[config.mk]
export PLATFORM = sky130hd
export DESIGN_NAME = distance_vector_route_table
export DESIGN_NICKNAME = d
export VERILOG_FILES = /design/src/design/dvrt_pkg.sv /design/src/design/dvrt_datapath.sv /design/src/design/dvrt_ctrl.sv /design/src/design/distance_vector_route_table.sv
export SDC_FILE = /design/constraint.sdc
export NUM_CORES = 2
export LEC_CHECK = 0
export BUFFER_PORTS_ARGS = -buffer_cell sky130_fd_sc_hd__buf_4
export CELL_PAD_IN_SITES_DETAIL_PLACEMENT = 1
export CELL_PAD_IN_SITES_GLOBAL_PLACEMENT = 2
export CORE_UTILIZATION = 52
export CTS_CLUSTER_SIZE = 25
export DETAILED_ROUTE_END_ITERATION = 8
export PLACE_DENSITY_LB_ADDON = 0.1
export SYNTH_ARGS = -nofsm -noshare
export SYNTH_HDL_FRONTEND = slang
export SYNTH_SLANG_ARGS = --single-unit
[constraint.sdc]
create_clock -name i_clk -period 10.6 [get_ports i_clk]
set_clock_uncertainty 0.05 [all_clocks]
set_input_delay 0.53 -clock i_clk [delete_from_list [all_inputs] [get_ports i_clk]]
set_output_delay 0.53 -clock i_clk [all_outputs]
set_load 0.02 [all_outputs]
[src/design/dvrt_pkg.sv]
// Package for the distance-vector route table.
// Holds command and result codes, controller states and the control and status structs.
// No dependencies.
package dvrt_pkg;

    typedef enum logic [1:0] {
        t_CMD_ADD      = 2'd0,
        t_CMD_PACKET   = 2'd1,
        t_CMD_RESPONSE = 2'd2,
        t_CMD_NONE     = 2'd3
    } t_cmd;

    localparam logic [1:0] KIND_ADD   = 2'd0;
    localparam logic [1:0] KIND_PKT   = 2'd1;
    localparam logic [1:0] KIND_ROUTE = 2'd2;
    localparam logic [1:0] KIND_EMPTY = 2'd3;

    localparam logic [1:0] REG_REFRESH  = 2'd0;
    localparam logic [1:0] REG_INFINITY = 2'd1;
    localparam logic [1:0] REG_HOP      = 2'd2;

    typedef enum logic [2:0] {
        t_ST_IDLE,
        t_ST_MARK,
        t_ST_SEARCH,
        t_ST_APPLY,
        t_ST_WALK,
        t_ST_OUT
    } t_state;

    typedef struct packed {
        logic load;
        logic mark;
        logic search;
        logic apply;
        logic walk_start;
        logic walk_step;
        logic emit_status;
        logic emit_empty;
    } t_ctrl;

    typedef struct packed {
        logic walk_done;
        logic walk_hit;
        logic walk_any;
    } t_stat;

endpackage

[src/design/dvrt_datapath.sv]
// Datapath of the distance-vector route table: slot registers, match,
// update rules, response walk and the output register.
// Depends on dvrt_pkg.
module dvrt_datapath #(
    parameter int TABLE_DEPTH = 32
) (
    input  logic                 i_clk,
    input  logic                 i_rst_n,
    input  dvrt_pkg::t_ctrl      i_ctrl,
    output dvrt_pkg::t_stat      o_stat,
    input  logic [1:0]           i_cmd,
    input  logic [31:0]          i_nb,
    input  logic [31:0]          i_dest,
    input  logic [7:0]           i_metric,
    input  logic                 i_local,
    input  logic [7:0]           i_refresh,
    input  logic [7:0]           i_inf,
    input  logic [7:0]           i_hop,
    input  logic                 i_out_ready,
    output logic                 o_out_valid,
    output logic [1:0]           o_kind,
    output logic [31:0]          o_dest,
    output logic [7:0]           o_cost,
    output logic                 o_changed,
    output logic                 o_full,
    output logic                 o_last
);
    localparam int IW = (TABLE_DEPTH > 1) ? $clog2(TABLE_DEPTH) : 1;
    localparam int CW = $clog2(TABLE_DEPTH + 1);

    logic [TABLE_DEPTH-1:0] r_valid, r_cred, r_local;
    logic [31:0]            r_sdest [TABLE_DEPTH];
    logic [31:0]            r_shop  [TABLE_DEPTH];
    logic [7:0]             r_scost [TABLE_DEPTH];
    logic [7:0]             r_slife [TABLE_DEPTH];
    logic [CW-1:0]          r_fill;
    logic                   r_trig;

    logic [1:0]  r_cmd;
    logic [31:0] r_nb, r_dest;
    logic [7:0]  r_metric, r_newcost;
    logic        r_loc;
    logic        r_hit;
    logic [IW-1:0] r_idx;
    logic [CW-1:0] r_walk;
    logic        r_any;

    logic [8:0]  w_sum;
    logic [7:0]  w_msat;
    logic        w_hit;
    logic [IW-1:0] w_idx;

    assign w_msat = (i_metric >= i_inf) ? i_inf : i_metric;
    assign w_sum  = {1'b0, w_msat} + {1'b0, i_hop};

    always_comb begin
        w_hit = 1'b0;
        w_idx = '0;
        for (int i = TABLE_DEPTH - 1; i >= 0; i--) begin
            if (r_valid[i] && r_sdest[i] == r_dest) begin
                w_hit = 1'b1;
                w_idx = IW'(i);
            end
        end
    end

    logic [IW-1:0] w_wi;
    assign w_wi = r_walk[IW-1:0];
    assign o_stat.walk_done = (r_walk >= CW'(TABLE_DEPTH));
    assign o_stat.walk_hit  = !o_stat.walk_done && r_valid[w_wi];
    assign o_stat.walk_any  = r_any;

    logic w_full_ev;
    logic w_store;
    assign w_store = !r_hit && (r_fill < CW'(TABLE_DEPTH));
    assign w_full_ev = !r_hit && !w_store;

    always_ff @(posedge i_clk) begin
        if (!i_rst_n) begin
            r_valid     <= '0;
            r_cred      <= '0;
            r_fill      <= '0;
            r_trig      <= 1'b0;
            o_out_valid <= 1'b0;
            r_walk      <= '0;
            r_any       <= 1'b0;
        end else begin
            if (i_ctrl.emit_status || i_ctrl.emit_empty ||
                (i_ctrl.walk_step && o_stat.walk_hit)) begin
                o_out_valid <= 1'b1;
            end else if (o_out_valid && i_out_ready) begin
                o_out_valid <= 1'b0;
            end
            if (i_ctrl.load) begin
                r_cmd     <= i_cmd;
                r_nb      <= i_nb;
                r_dest    <= i_dest;
                r_metric  <= w_msat;
                r_newcost <= (w_sum >= {1'b0, i_inf}) ? i_inf : w_sum[7:0];
                r_loc     <= i_local;
            end
            if (i_ctrl.mark) begin
                r_trig <= 1'b0;
                for (int i = 0; i < TABLE_DEPTH; i++) begin
                    r_cred[i] <= r_valid[i] && r_shop[i] == r_nb;
                    if (r_valid[i] && r_shop[i] == r_nb) r_slife[i] <= i_refresh;
                end
            end
            if (i_ctrl.search) begin
                r_hit <= w_hit;
                r_idx <= w_idx;
            end
            if (i_ctrl.apply) begin
                if (r_cmd == dvrt_pkg::t_CMD_ADD) begin
                    if (r_hit) r_slife[r_idx] <= i_refresh;
                end else if (!r_hit) begin
                    if (w_store) r_trig <= 1'b1;
                end else if (r_shop[r_idx] != r_nb && !r_local[r_idx] &&
                             r_newcost < r_scost[r_idx]) begin
                    r_shop[r_idx]  <= r_nb;
                    r_scost[r_idx] <= r_newcost;
                    r_slife[r_idx] <= i_refresh;
                    r_trig         <= 1'b1;
                end else if (r_cred[r_idx] && r_shop[r_idx] == r_nb) begin
                    if (r_metric == i_inf) begin
                        if (r_scost[r_idx] != i_inf) begin
                            r_slife[r_idx] <= i_refresh;
                            r_trig         <= 1'b1;
                        end
                        r_scost[r_idx] <= i_inf;
                    end else if (r_scost[r_idx] != r_newcost) begin
                        r_scost[r_idx] <= r_newcost;
                        r_slife[r_idx] <= i_refresh;
                        r_trig         <= 1'b1;
                    end
                end
                if (w_store) begin
                    r_valid[r_fill[IW-1:0]] <= 1'b1;
                    r_cred[r_fill[IW-1:0]]  <= 1'b0;
                    r_sdest[r_fill[IW-1:0]] <= r_dest;
                    r_shop[r_fill[IW-1:0]]  <= r_nb;
                    r_scost[r_fill[IW-1:0]] <= (r_cmd == dvrt_pkg::t_CMD_ADD) ?
                                               r_metric : r_newcost;
                    r_local[r_fill[IW-1:0]] <= (r_cmd == dvrt_pkg::t_CMD_ADD) && r_loc;
                    r_slife[r_fill[IW-1:0]] <= i_refresh;
                    r_fill <= r_fill + CW'(1);
                end
            end
            if (i_ctrl.emit_status) begin
                o_dest      <= '0;
                o_cost      <= '0;
                o_last      <= 1'b1;
                o_full      <= w_full_ev;
                if (r_cmd == dvrt_pkg::t_CMD_ADD) begin
                    o_kind    <= dvrt_pkg::KIND_ADD;
                    o_changed <= 1'b0;
                end else begin
                    o_kind    <= dvrt_pkg::KIND_PKT;
                    o_changed <= r_trig || w_store ||
                                 (r_hit && r_shop[r_idx] != r_nb && !r_local[r_idx] &&
                                  r_newcost < r_scost[r_idx]) ||
                                 (r_hit && !(r_shop[r_idx] != r_nb && !r_local[r_idx] &&
                                   r_newcost < r_scost[r_idx]) &&
                                  r_cred[r_idx] && r_shop[r_idx] == r_nb &&
                                  ((r_metric == i_inf) ? (r_scost[r_idx] != i_inf)
                                                       : (r_scost[r_idx] != r_newcost)));
                end
            end
            if (i_ctrl.walk_start) begin
                r_walk <= '0;
                r_any  <= 1'b0;
            end
            if (i_ctrl.walk_step) begin
                if (o_stat.walk_hit) begin
                    o_kind      <= dvrt_pkg::KIND_ROUTE;
                    o_dest      <= r_sdest[w_wi];
                    o_cost      <= (r_shop[w_wi] == r_nb && r_scost[w_wi] != 8'd0) ?
                                   i_inf : r_scost[w_wi];
                    o_changed   <= 1'b0;
                    o_full      <= 1'b0;
                    o_last      <= (r_walk + CW'(1) >= r_fill);
                    r_any       <= 1'b1;
                end
                r_walk <= r_walk + CW'(1);
            end
            if (i_ctrl.emit_empty) begin
                o_kind      <= dvrt_pkg::KIND_EMPTY;
                o_dest      <= '0;
                o_cost      <= '0;
                o_changed   <= 1'b0;
                o_full      <= 1'b0;
                o_last      <= 1'b1;
            end
        end
    end

`ifndef SYNTH
    a_fill_bound: assert property (@(posedge i_clk) disable iff (!i_rst_n)
        r_fill <= CW'(TABLE_DEPTH)) else $error("fill count overflow");
    a_store_valid: assert property (@(posedge i_clk) disable iff (!i_rst_n)
        i_ctrl.apply && w_store |=> r_valid[$past(r_fill[IW-1:0])])
        else $error("stored slot not valid");
    a_no_emit_busy: assert property (@(posedge i_clk) disable iff (!i_rst_n)
        (i_ctrl.emit_status || i_ctrl.emit_empty ||
         (i_ctrl.walk_step && o_stat.walk_hit)) |-> (!o_out_valid || i_out_ready))
        else $error("result overwritten");
`endif
endmodule

[src/design/dvrt_ctrl.sv]
// Controller state machine of the distance-vector route table.
// Depends on dvrt_pkg.
module dvrt_ctrl (
    input  logic            i_clk,
    input  logic            i_rst_n,
    input  logic            i_in_valid,
    output logic            o_in_ready,
    input  logic [1:0]      i_cmd,
    input  logic            i_first,
    input  logic            i_out_busy,
    input  dvrt_pkg::t_stat i_stat,
    output dvrt_pkg::t_ctrl o_ctrl
);
    dvrt_pkg::t_state r_state, n_state;

    always_ff @(posedge i_clk) begin
        if (!i_rst_n) begin
            r_state <= dvrt_pkg::t_ST_IDLE;
        end else begin
            r_state <= n_state;
        end
    end

    always_comb begin
        n_state    = r_state;
        o_ctrl     = '0;
        o_in_ready = 1'b0;
        unique case (r_state)
            dvrt_pkg::t_ST_IDLE: begin
                o_in_ready = !i_out_busy;
                if (i_in_valid && !i_out_busy) begin
                    o_ctrl.load = 1'b1;
                    priority if (i_cmd == dvrt_pkg::t_CMD_RESPONSE) begin
                        n_state = dvrt_pkg::t_ST_WALK;
                        o_ctrl.walk_start = 1'b1;
                    end else if (i_cmd == dvrt_pkg::t_CMD_PACKET && i_first) begin
                        n_state = dvrt_pkg::t_ST_MARK;
                    end else if (i_cmd == dvrt_pkg::t_CMD_NONE) begin
                        n_state = dvrt_pkg::t_ST_IDLE;
                    end else begin
                        n_state = dvrt_pkg::t_ST_SEARCH;
                    end
                end
            end
            dvrt_pkg::t_ST_MARK: begin
                o_ctrl.mark = 1'b1;
                n_state = dvrt_pkg::t_ST_SEARCH;
            end
            dvrt_pkg::t_ST_SEARCH: begin
                o_ctrl.search = 1'b1;
                n_state = dvrt_pkg::t_ST_APPLY;
            end
            dvrt_pkg::t_ST_APPLY: begin
                o_ctrl.apply = 1'b1;
                o_ctrl.emit_status = 1'b1;
                n_state = dvrt_pkg::t_ST_IDLE;
            end
            dvrt_pkg::t_ST_WALK: begin
                if (i_stat.walk_done) begin
                    if (i_stat.walk_any) begin
                        n_state = dvrt_pkg::t_ST_IDLE;
                    end else if (!i_out_busy) begin
                        o_ctrl.emit_empty = 1'b1;
                        n_state = dvrt_pkg::t_ST_IDLE;
                    end
                end else if (!i_stat.walk_hit) begin
                    o_ctrl.walk_step = 1'b1;
                end else if (!i_out_busy) begin
                    o_ctrl.walk_step = 1'b1;
                    n_state = dvrt_pkg::t_ST_OUT;
                end
            end
            dvrt_pkg::t_ST_OUT: begin
                n_state = dvrt_pkg::t_ST_WALK;
            end
            default: n_state = dvrt_pkg::t_ST_IDLE;
        endcase
    end
endmodule

[src/design/distance_vector_route_table.sv]
// Distance-vector route table, top level: APB registers, controller, datapath.
// Add and packet commands pass through search and apply states (a first packet entry
// through a mark state first) and give one status word; command 3 gives no word.
// A response walks every slot and gives one route word per valid slot.
// An empty response gives one word; output stalls hold the controller in all of these.
// Synchronous active-low reset empties the table and loads register defaults.
module distance_vector_route_table #(
    parameter int TABLE_DEPTH = 32
) (
    input  logic        i_clk,
    input  logic        i_rst_n,
    input  logic        psel,
    input  logic        penable,
    input  logic        pwrite,
    input  logic [3:0]  paddr,
    input  logic [31:0] pwdata,
    output logic [31:0] prdata,
    output logic        pready,
    input  logic        s_axis_tvalid,
    output logic        s_axis_tready,
    // command[1:0], neighbor_addr[33:2], dest_addr[65:34], route_metric[73:66],
    // is_local[74], zero fill
    input  logic [79:0] s_axis_tdata,
    input  logic        s_axis_tuser,  // first_of_packet
    input  logic        s_axis_tlast,  // last_of_packet
    output logic        m_axis_tvalid,
    input  logic        m_axis_tready,
    // result_kind[1:0], out_dest[33:2], out_cost[41:34], table_changed[42],
    // table_full[43], zero fill
    output logic [47:0] m_axis_tdata,
    output logic        m_axis_tlast
);
    logic [7:0] r_refresh, r_inf, r_hop;
    dvrt_pkg::t_ctrl w_ctrl;
    dvrt_pkg::t_stat w_stat;
    logic [1:0]  w_kind;
    logic [31:0] w_dest;
    logic [7:0]  w_cost;
    logic        w_chg, w_full;

    assign pready = 1'b1;

    always_ff @(posedge i_clk) begin
        if (!i_rst_n) begin
            r_refresh <= 8'd12;
            r_inf     <= 8'd16;
            r_hop     <= 8'd1;
        end else if (psel && penable && pwrite) begin
            if (paddr[3:2] == dvrt_pkg::REG_REFRESH) r_refresh <= pwdata[7:0];
            if (paddr[3:2] == dvrt_pkg::REG_INFINITY) r_inf <= pwdata[7:0];
            if (paddr[3:2] == dvrt_pkg::REG_HOP) r_hop <= pwdata[7:0];
        end
    end

    always_comb begin
        prdata = '0;
        if (paddr[3:2] == dvrt_pkg::REG_REFRESH) prdata = {24'd0, r_refresh};
        else if (paddr[3:2] == dvrt_pkg::REG_INFINITY) prdata = {24'd0, r_inf};
        else if (paddr[3:2] == dvrt_pkg::REG_HOP) prdata = {24'd0, r_hop};
    end

    dvrt_ctrl u_ctrl (
        .i_clk      (i_clk),
        .i_rst_n    (i_rst_n),
        .i_in_valid (s_axis_tvalid),
        .o_in_ready (s_axis_tready),
        .i_cmd      (s_axis_tdata[1:0]),
        .i_first    (s_axis_tuser),
        .i_out_busy (m_axis_tvalid && !m_axis_tready),
        .i_stat     (w_stat),
        .o_ctrl     (w_ctrl)
    );

    dvrt_datapath #(.TABLE_DEPTH(TABLE_DEPTH)) u_dp (
        .i_clk       (i_clk),
        .i_rst_n     (i_rst_n),
        .i_ctrl      (w_ctrl),
        .o_stat      (w_stat),
        .i_cmd       (s_axis_tdata[1:0]),
        .i_nb        (s_axis_tdata[33:2]),
        .i_dest      (s_axis_tdata[65:34]),
        .i_metric    (s_axis_tdata[73:66]),
        .i_local     (s_axis_tdata[74]),
        .i_refresh   (r_refresh),
        .i_inf       (r_inf),
        .i_hop       (r_hop),
        .i_out_ready (m_axis_tready),
        .o_out_valid (m_axis_tvalid),
        .o_kind      (w_kind),
        .o_dest      (w_dest),
        .o_cost      (w_cost),
        .o_changed   (w_chg),
        .o_full      (w_full),
        .o_last      (m_axis_tlast)
    );

    assign m_axis_tdata = {4'd0, w_full, w_chg, w_cost, w_dest, w_kind};
endmodule

Yosys cells after proc, flatten, opt, wreduce, memory -nomap -nowiden
Memory sizes are Yosys's and may differ from the RTL's. A register that Yosys moved wholly into a read port is not among the register bits.
Index checks and enable logic that the tools add are counted.

word-level totals
  flip-flop bits (word level) = 272
  memory bits (writable) = 2,304
  input port bits = 125
  logic and storage cells = 412
  memories = 3

cells by class
  add/subtract/negate cells = 3
  $lt $le $gt $ge = 10
  equality and inequality tests = 84
  mux-type cells = 157
  bitwise logic cells = 5
  reductions and logical operators = 120

memory list
  memory        depth  width  read ports  clocked after memory_dff  wr ports  RTL line             source
  u_dp.r_sdest  32     32     33          1                         1         dvrt_datapath.sv:32  logic [31:0] r_sdest [TABLE_DEPTH];
  u_dp.r_shop   32     32     34          1                         1         dvrt_datapath.sv:33  logic [31:0] r_shop [TABLE_DEPTH];
  u_dp.r_scost  32     8      2           1                         1         dvrt_datapath.sv:34  logic [7:0] r_scost [TABLE_DEPTH];

operator list
  kind                                                        number
  == test 32 bit                                              66
  two-way mux 32 bit                                          8
  two-way mux 5 bit                                           24
  two-way mux 8 bit                                           13
  logical AND 1 bit                                           87
  two-way mux 1 bit                                           78
  two-way mux 3 bit                                           11
  bitwise AND 32 bit                                          1
  bitwise mux 32 bit                                          1
  two-way mux 4 bit                                           8
  inequality test 32 bit                                      1
  NOT 32 bit                                                  1
  bitwise OR 32 bit                                           1
  OR reduction 32 bit                                         1
  OR reduction 31 bit                                         1
  less-than comparator 5 x 6 -> 1 bit, second input constant  3
  inequality test 8 bit                                       2
  OR reduction 16 bit                                         1
  OR reduction 8 bit                                          2
  binary-select mux 1 bit (select 5 bit)                      3
  one-hot mux 3 bit (5 select lines)                          1
  two-way mux 2 bit                                           7
  adder 6 x 1 -> 6 bit, second input constant                 2
  two-way mux 6 bit                                           2
  30 further kinds                                            54

Depth between registers and ports, before layout
An unclocked memory read counts as a cell.

  depth after elaboration = 34
  mapped depth = 30
  depth with buffers taken out = 28

Modules after synthesis
Synthesis repeated with hierarchy kept, for this count alone.

unflattened totals
  cells, all modules = 8,750
  area, all modules = 135,163.4 sq um

by module, submodules not included
  module                       instances  cells an instance  area each (sq um)  sequential area each (sq um)
  dvrt_datapath                1          8,555              133,460.5          75,852.7
  distance_vector_route_table  1          157                1,382.6            480.5
  dvrt_ctrl                    1          38                 320.3              60.1

Least setup slack after synthesis
OpenSTA, ideal clock, no wires.

  kind = register to register
  from = register u_dp.r_idx[0]
  to = memory u_dp.r_shop[11][0] (enable)
  arrival = 5.272 ns
  required time = 10.129 ns
  setup slack = 4.857 ns
  cell stages (with the launch flop) = 16
  cells stage by stage = edfxtp_1 > buf_2 > buf_2 > buf_2 > buf_1 > mux4_2 > mux4_2 > mux2i_1 > ha_1 > o21ai_0 > nand2b_1 > a21oi_1 > o2111a_1 > and2_1 > a31oi_1 > nor2_1

between the ends
  longest elaborated chain between the ends = 12

ends and longest elaborated chain
  what                                                                          RTL line              source
  from (decl)                                                                   dvrt_datapath.sv:44   logic [IW-1:0] r_idx;
  from (signal assigned)                                                        dvrt_datapath.sv:111  r_idx <= w_idx;
  parallel branches: the longest is 12 deep, another holds memory (32 x 8 bit)  --
  to (decl)                                                                     dvrt_datapath.sv:33

Parallel ways; which one is timed is not known. The select of a mux whose other input is x is not followed.

Final worst setup path
  from = register u_dp.r_idx[0]
  to = memory u_dp.r_scost[27][6] (enable)

between the ends
  longest elaborated chain between the ends = 14

ends and longest elaborated chain
  what                                                                          RTL line
  parallel branches: the longest is 14 deep, another holds memory (32 x 8 bit)  --
  to (decl)                                                                     dvrt_datapath.sv:34

Parallel ways; which one is timed is not known. The select of a mux whose other input is x is not followed.

==> reports/metrics.cfg <==
[placed_design]
portBuffers=147
gp_congestion=1.00
placed_area_sq_um=140000
detailedPlacementHpwl_um=375000

[timing]
max_slew.worst_pin.slew_ns=1.51
setup_viol=0
rsz0062_at_grt=false
finalCriticalPeriod_ns=8.13
setup_tns_ns=0
slew_headroom_pct=-0.963
slew_violations=1
fin_crit_sh_pct=76.7
finalHoldViolations=0
maxClockFrequency_mhz=123

[yosys]
syn_area_sq_um=134000
synth_top_area_share_pct=55.3
synth.top_cells.by_count=edfxtp_1, xnor2_1, mux4_2, xor2_1, clkbuf_1
yosysUniqueCellTypes=65
synth_edf_count=2470
synth_seq_cells=2581
async_flop_share_pct=0
yosys_most_used_dff=edfxtp_1
yosys.area.top_type=edfxtp_1
ys_top_cells_by_area=edfxtp_1, mux4_2, xnor2_1
ys_seq_area_share_pct=57.0
yosys_warnings=0
avgSynthCellArea_sq_um=15.8
syn_inst=8505
post-synth-top-count-cell=edfxtp_1

[drt]
wire_per_inst_um=43.4
vias_per_cell=7.04
vias=86594
drtIter0Drc=13126
ant_nets=0
first_pass_iters=8
drc=0
routed_wl_um=534000

[power]
ir_drop_mv=0.176
p_leak_nw=46.3
power_per_cell_area_nw_per_um2=173

[final_layout]
syn_to_final_growth_pct=11.6
post-route-util_pct=58.3
n_fill_cell=22924
fin_area_sq_um=150000
drive_above_1_share_pct=21.5
nets=8849

[die]
die_area_sq_um=260000
start_util_pct=52.2
chipWidth_um=510
dieHeight_um=510
std_cell_rows=186
io_pins=209
core_area_sq_um=257000

[outcome]
violations=max-slew violations
status=finished, violations left

[global_routing]
grt_max_degree=105
grt_pass1_vias=85047
grt_pass1_wl_um=726000
grt_antenna_before_repair=53
track_usage_pct=41.0
gr-total-overflow=0

[clock_tree]
cts-buffers-inserted=298
post-cts-setup-buffer-count=0
cts_htree_levels=5
cts_root_buffer=clkbuf_16
cts_resized=0
clkTransAtPathRegs_ns=0.06
ctsLongestPathBuffers=4
tritoncts=built
worstSkewPairLatency_ns=0.91
cts_hold_buf=77
clock_sinks=2581

[min_path]
worst_hold_path_type=primary input to flip-flop

[worst_setup_path]
path_max_fanout=41
start_kind=flip-flop
cp.arrival_ns=8.56
required_ns=11.03
endpoint_kind=flip-flop
path_class=flip-flop to flip-flop

[job]
maxCapViolations=0

==> state kept, by name (all words and copies together), names as in the netlist, 32 cells and up, named ones only <==
signal and count:
u_dp.r_shop 1024, u_dp.r_scost 256, u_dp.r_sdest 1024, u_dp.r_local 32, u_dp.r_nb 32, u_dp.r_valid 32
u_dp.r_dest 32, u_dp.o_dest 32, u_dp.r_cred 32
==> area by class of cell <==
type,instances,area (sq um),share of cell area (%)
tap,3384,4230,2.83
clock inverter,132,1140,0.761
sequential,2581,76400,51.0
timing repair buffer,492,4150,2.77
inverter,45,169,0.113
clock buffer,389,8070,5.39
antenna,14,35.0,0.0234
multi-input combinational,5262,55500,37.1
==> placed cells by master (no fill, tap or decap), drive strengths merged, types with 217 or more instances in the layout <==
cell    synthesis  final
nand4         372    372
xor2          928    928
mux4          989    989
nor2          217    217
clkbuf        404    389
nor4          302    302
edfxtp       2470   2470
xnor2        1197   1197
buf           240    415
mux2i         322    322
==> layer usage <==
metal	routed length (um)	up-vias	GRT usage, %
met5	291	-	0
met4	37100	42	24.3
met2	242000	5743	61.9
met3	55500	1167	8.64
li1	-	33710	-
met1	199000	45932	55.1
==> logic make-up after synthesis <==
logic type	share of synthesized area [%]
other cells	0.00560
compound gates	2.23
fa+ha+maj	0.416
buf+inv	2.17
simple gates	5.23
xor+xnor	13.9
flops	57.0
mux	19.1
==> worst paths after layout <==
kind,start,endpoint,slack (ns),cells after the start
worst max-delay path,u_dp.r_idx[0],u_dp.r_scost[27][6],2.47,16
worst min-delay path,s_axis_tdata[69],u_dp.r_metric[3],0.03,3
worst max register to register,u_dp.r_idx[0],u_dp.r_scost[27][6],2.47,16
worst min register to register,u_dp.r_cred[23],u_dp.r_cred[23],0.40,2
==> worst max-delay path, cell delays in order (launching register included) <==
cell	delay (ns)
edfxtp_1	0.64
buf_12	0.44
buf_4	0.71
mux4_2	0.73
a22o_1	0.28
a221oi_1	1.15
nand3_1	0.21
xnor2_1	0.26
nor2_1	0.14
nand4_1	0.09
nor4_1	0.35
nand4_1	0.66
a211oi_1	0.63
o21a_1	0.24
a31oi_1	0.11
buf_4	0.24
nor2_1	0.69
==> power by group <==
group | total (mW) | internal [mW] | switching [mW]
logic | 4.33 | 1.57 | 2.76
clock network | 10.1 | 5.76 | 4.34
registers | 11.4 | 11.3 | 0.0930
total | 25.9 | 18.7 | 7.20
==> metrics by stage <==
stage               cells  setup slack (ns)  power, mW  hold slack [ns]
global route        12286              2.28       26.3           0.0537
floorplan            8532              4.86       14.2            0.377
global placement    11687              3.10       15.8            0.386
detailed placement  11687              2.89       15.9            0.394
CTS                 12285              2.86       25.9          0.00526
finish              12299              2.47       25.9           0.0345
No activity file was read; power rests on OpenSTA's default activity.
